===== src/rtl/core/tps_pkg.sv =====
// ----------------------------------------------------------------------------
// tps_pkg: shared types and constants for the thin-plate-spline warp
// Entry and kernel-result types, codes, widths and the log2 table builder.
// ----------------------------------------------------------------------------
package tps_pkg;

  // Default sizes
  localparam int MaxCentresDef   = 64;
  localparam int LogTableBitsDef = 6;

  // Fixed field widths
  localparam int CoordW  = 24;
  localparam int WeightW = 32;
  localparam int R2W     = 50;   // (dx^2 + dy^2), |dx| <= 2^24
  localparam int TermW   = 62;   // signed, magnitude capped at 2^60
  localparam int AccW    = 64;

  // ln(2)/2 in Q.16
  localparam logic [14:0] Ln2HalfQ16 = 15'd22713;

  // Saturation bound for products, terms and accumulator
  localparam logic signed [AccW-1:0] SatCap = 64'sd1 <<< 60;

  // Input opcodes
  localparam logic OpLoad = 1'b0;
  localparam logic OpEval = 1'b1;

  // Configuration register indexes
  typedef enum logic [2:0] {
    REG_AFFINE_XX   = 3'd0,
    REG_AFFINE_XY   = 3'd1,
    REG_AFFINE_YX   = 3'd2,
    REG_AFFINE_YY   = 3'd3,
    REG_OFFSET_X    = 3'd4,
    REG_OFFSET_Y    = 3'd5,
    REG_POINT_COUNT = 3'd6
  } reg_e;

  // Sequencer states
  typedef enum logic [2:0] {
    ST_IDLE,
    ST_AFFINE,
    ST_SUM,
    ST_RUN,
    ST_DRAIN,
    ST_DONE
  } state_e;

  // One centre held in a ring cell
  typedef struct packed {
    logic signed [CoordW-1:0]  cx;
    logic signed [CoordW-1:0]  cy;
    logic signed [WeightW-1:0] wx;
    logic signed [WeightW-1:0] wy;
  } entry_t;

  // Kernel output toward the accumulator
  typedef struct packed {
    logic                    valid;
    logic signed [TermW-1:0] term_x;
    logic signed [TermW-1:0] term_y;
  } kres_t;

  // log2 fraction table entry, Q.16, built by repeated squaring
  function automatic logic [16:0] log_entry(input int idx, input int bits);
    logic [63:0] v;
    logic [16:0] res;
    if (idx == (1 << bits)) begin
      return 17'd65536;
    end
    v   = (64'd1 << 30) + (64'(idx) << (30 - bits));
    res = '0;
    for (int k = 0; k < 16; k++) begin
      v   = (v * v) >> 30;
      res = res << 1;
      if (v >= (64'd1 << 31)) begin
        v      = v >> 1;
        res[0] = 1'b1;
      end
    end
    return res;
  endfunction

  // Add a term and clamp to +/- 2^60
  function automatic logic signed [AccW-1:0] acc_add(input logic signed [AccW-1:0] acc,
                                                    input logic signed [TermW-1:0] term);
    logic signed [AccW-1:0] s;
    s = acc + AccW'(term);
    if (s > SatCap) begin
      return SatCap;
    end
    if (s < -SatCap) begin
      return -SatCap;
    end
    return s;
  endfunction

  // Round Q.16 to Q16.8 and saturate to 24 bits
  function automatic logic signed [CoordW-1:0] finish(input logic signed [AccW-1:0] acc);
    logic signed [AccW-1:0] v;
    v = (acc + 64'sd128) >>> 8;
    if (v > 64'sd8388607) begin
      return 24'sh7fffff;
    end
    if (v < -64'sd8388608) begin
      return 24'sh800000;
    end
    return v[CoordW-1:0];
  endfunction

endpackage


===== src/rtl/core/tps_cell.sv =====
// ----------------------------------------------------------------------------
// tps_cell: one centre slot of the rotating table ring
// Takes a load beat for its own slot, or the neighbor's entry while rotating.
// ----------------------------------------------------------------------------
module tps_cell (
  input  logic            clk_i,
  input  logic            load_i,
  input  tps_pkg::entry_t load_data_i,
  input  logic            shift_i,
  input  tps_pkg::entry_t next_i,
  output tps_pkg::entry_t entry_o
);

  tps_pkg::entry_t entry_q, entry_d;

  // load wins; loads only happen while the ring stands still
  always_comb begin
    entry_d = entry_q;
    if (load_i) begin
      entry_d = load_data_i;
    end else if (shift_i) begin
      entry_d = next_i;
    end
  end

  always_ff @(posedge clk_i) begin
    entry_q <= entry_d;
  end

  assign entry_o = entry_q;

endmodule


===== config.mk =====
export PLATFORM = sky130hd
export DESIGN_NAME = tps_cell
export DESIGN_NICKNAME = d
export VERILOG_FILES = /design/src/rtl/core/tps_pkg.sv /design/src/rtl/core/tps_cell.sv
export SDC_FILE = /design/constraint.sdc
export NUM_CORES = 1
export LEC_CHECK = 0
export BUFFER_PORTS_ARGS = -buffer_cell sky130_fd_sc_hd__buf_2
export CORE_AREA = 2 2 133 135
export DETAILED_ROUTE_END_ITERATION = 6
export DIE_AREA = 0 0 135 137
export HOLD_SLACK_MARGIN = 0.1
export SLEW_MARGIN = 15
export SYNTH_ARGS = -nofsm -noshare
export SYNTH_HDL_FRONTEND = slang
export SYNTH_SLANG_ARGS = --single-unit

===== constraint.sdc =====
create_clock -name clk_i -period 7.1 [get_ports clk_i]
set_clock_uncertainty 0.1 [all_clocks]
set_input_delay 0.355 -clock clk_i [delete_from_list [all_inputs] [get_ports clk_i]]
set_output_delay 0.355 -clock clk_i [all_outputs]
set_load 0.01 [all_outputs]

==> impl_metrics.py <==
metrics = {
    "status": {
        "outcome": "finished clean",
    },
    "cts": {
        "clockBufferDepth": 2,
        "cts_resized": 0,
        "cts.hold.buffers_added": 0,
        "cts_htree_levels": 3,
        "cts_sinks": 112,
        "cts-buffers-inserted": 9,
        "tritoncts": "built",
        "clk_pin_slew_ns": 0.07,
        "cts_setup_buffers": 0,
        "clockRootBuffer": "clkbuf_16",
    },
    "synthesis": {
        "syn_avg_cell_area_um2": 21.1,
        "synth_top_family_by_area": "multiplexers",
        "synth_nets": 465,
        "synth_area_um2": 5010,
        "synth_cells": 238,
        "synth_xor_area_share_pct": 0,
        "yosysWarnings": 0,
        "ys_ff_latch": 112,
        "synth_fa_ha_area_share_pct": 0,
        "synth_seq_area_share_pct": 67.1,
        "synth.distinct_cells": 7,
        "synth_compound_area_share_pct": 0,
        "synth.mux.area_fraction_pct": 30.3,
        "yosys.area_share.simple_pct": 0.125,
    },
    "drt": {
        "vias": 3436,
        "antenna_left": 0,
        "drc": 0,
        "first_iter_violations": 97,
        "drt-vias-per-instance": 4.27,
        "wl_per_cell_um": 15.9,
        "firstDrtPassIters": 4,
        "wl_um": 12800,
    },
    "place": {
        "gp_congestion": 0.763,
        "numPortBuffers": 338,
        "dp_hpwl_um": 10100,
    },
    "final_layout": {
        "synthToLayoutAreaGrowth_pct": 42.9,
        "drive_gt1_share_pct": 80.2,
        "mostFrequentLayoutCell": "buf_2",
        "largest_reg_flops": 112,
        "antenna_cells": 0,
        "num-fill-cells": 1615,
        "layout_common_cells": "buf_2 (337), edfxtp_1 (112), mux2_4 (69)",
        "fin_nets": 803,
    },
    "pwr": {
        "leakage_nw": 3.35,
        "power_mw": 1.60,
        "peakVddDrop_uv": 102,
        "power.density_nw_per_um2": 223,
    },
    "setup_path": {
        "worstSetupPathType": "in2reg",
        "critPathRequiredTime_ns": 6.97,
        "startpoint_type": "primary input",
        "end_kind": "flop",
        "worstPathArrival_ns": 2.31,
        "critPathMaxFanout": 64,
    },
    "floorplan": {
        "start_util_pct": 29.4,
        "dieArea_um2": 18500,
        "die_x_um": 135,
        "ios": 339,
        "rows": 48,
        "fp.dieH_um": 137,
        "coreArea_um2": 17100,
    },
    "timing": {
        "tightest_slew_ns": 0.992,
        "period_share_pct": 34.3,
        "hold_violations": 0,
        "period_needed_ns": 2.43,
        "setup_viol": 0,
        "clock.fmax_mhz": 411,
        "tns_ns": 0,
        "slew_headroom_pct": 33.8,
        "slew_violations": 0,
        "rsz0062_at_grt": "no",
    },
    "global_route": {
        "grt_pass1_wl_um": 18300,
        "antenna_found_initial": 0,
        "grt_overflow": 0,
        "grt_use_total_pct": 13.1,
        "grt_pass1_vias": 3662,
        "grt_max_degree": 65,
    },
    "min_path": {
        "hp-start": "load_data_i[85]",
        "whs_endpoint": "entry_o[85]",
        "whs_path_depth": 2,
        "min_path_type": "in2reg",
    },
    "job": {
        "maxCapViolations": 0,
    },
}
[metal layers]
metal,track usage [%],up-vias,routed length [um]
met1,13.2,1576,4380
met4,8.22,0,466
met5,0,-,0
met2,23.9,219,6750
li1,-,1607,-
met3,3.67,34,1230
[cell type report]
cell class	instances	area [um2]	area share [%]
repair buffers	340	1710	23.9
well taps	225	282	3.93
multi-input cells	113	1530	21.3
clock inverters	4	46.3	0.646
clock buffers	11	233	3.25
flip-flops and latches	112	3360	46.9
[synthesized netlist by cell type]
cell type	count	area share, %
mux2_2	43	9.7
or2_1	1	0.12
buf_8	1	0.30
mux2_4	69	21
buf_2	4	0.40
edfxtp_1	112	67
buf_6	8	1.8
[logic make-up (layout without fill, tap and decap cells)]
| logic type | count (synthesis) | in the layout |
|---|---|---|
| buffers and inverters | 13 | 355 |
| and+or+nand+nor | 1 | 1 |
| DFF | 112 | 112 |
| muxes | 112 | 112 |
[stage by stage]
stage / area [um2] / setup slack [ns] / hold WS [ns] / utilization [%] / std cells
after global routing: 7170 / 4.49 / 0.193 / 42.0 / 805
after detailed placement: 6890 / 4.22 / 0.559 / 40.4 / 790
after global placement: 6890 / 4.28 / 0.556 / 40.4 / 790
after CTS: 7170 / 4.60 / 0.184 / 42.0 / 805
final: 7170 / 4.67 / 0.204 / 42.0 / 805
after floorplan: 5010 / 3.30 / 0.472 / - / 238
[worst max-delay path by stage]
stage | endpoint | startpoint | cells after the start
global route | entry_o[18] | load_i | 3
global placement | entry_o[27] | load_i | 3
floorplan | entry_o[0] | load_i | 4
CTS | entry_o[92] | load_i | 3
detailed placement | entry_o[56] | load_i | 3
finish | entry_o[18] | load_i | 3
[report_power, final]
group | internal, mW | switching (mW) | total [mW]
clock | 0.270 | 0.216 | 0.487
sequential | 0.812 | 0.0182 | 0.830
combinational | 0.154 | 0.128 | 0.283
[critical path, cell delays in order]
cell	delay, ns
buf_6	0.43
or2_4	0.67
buf_4	0.74
No activity file was read; power rests on OpenSTA's default activity.
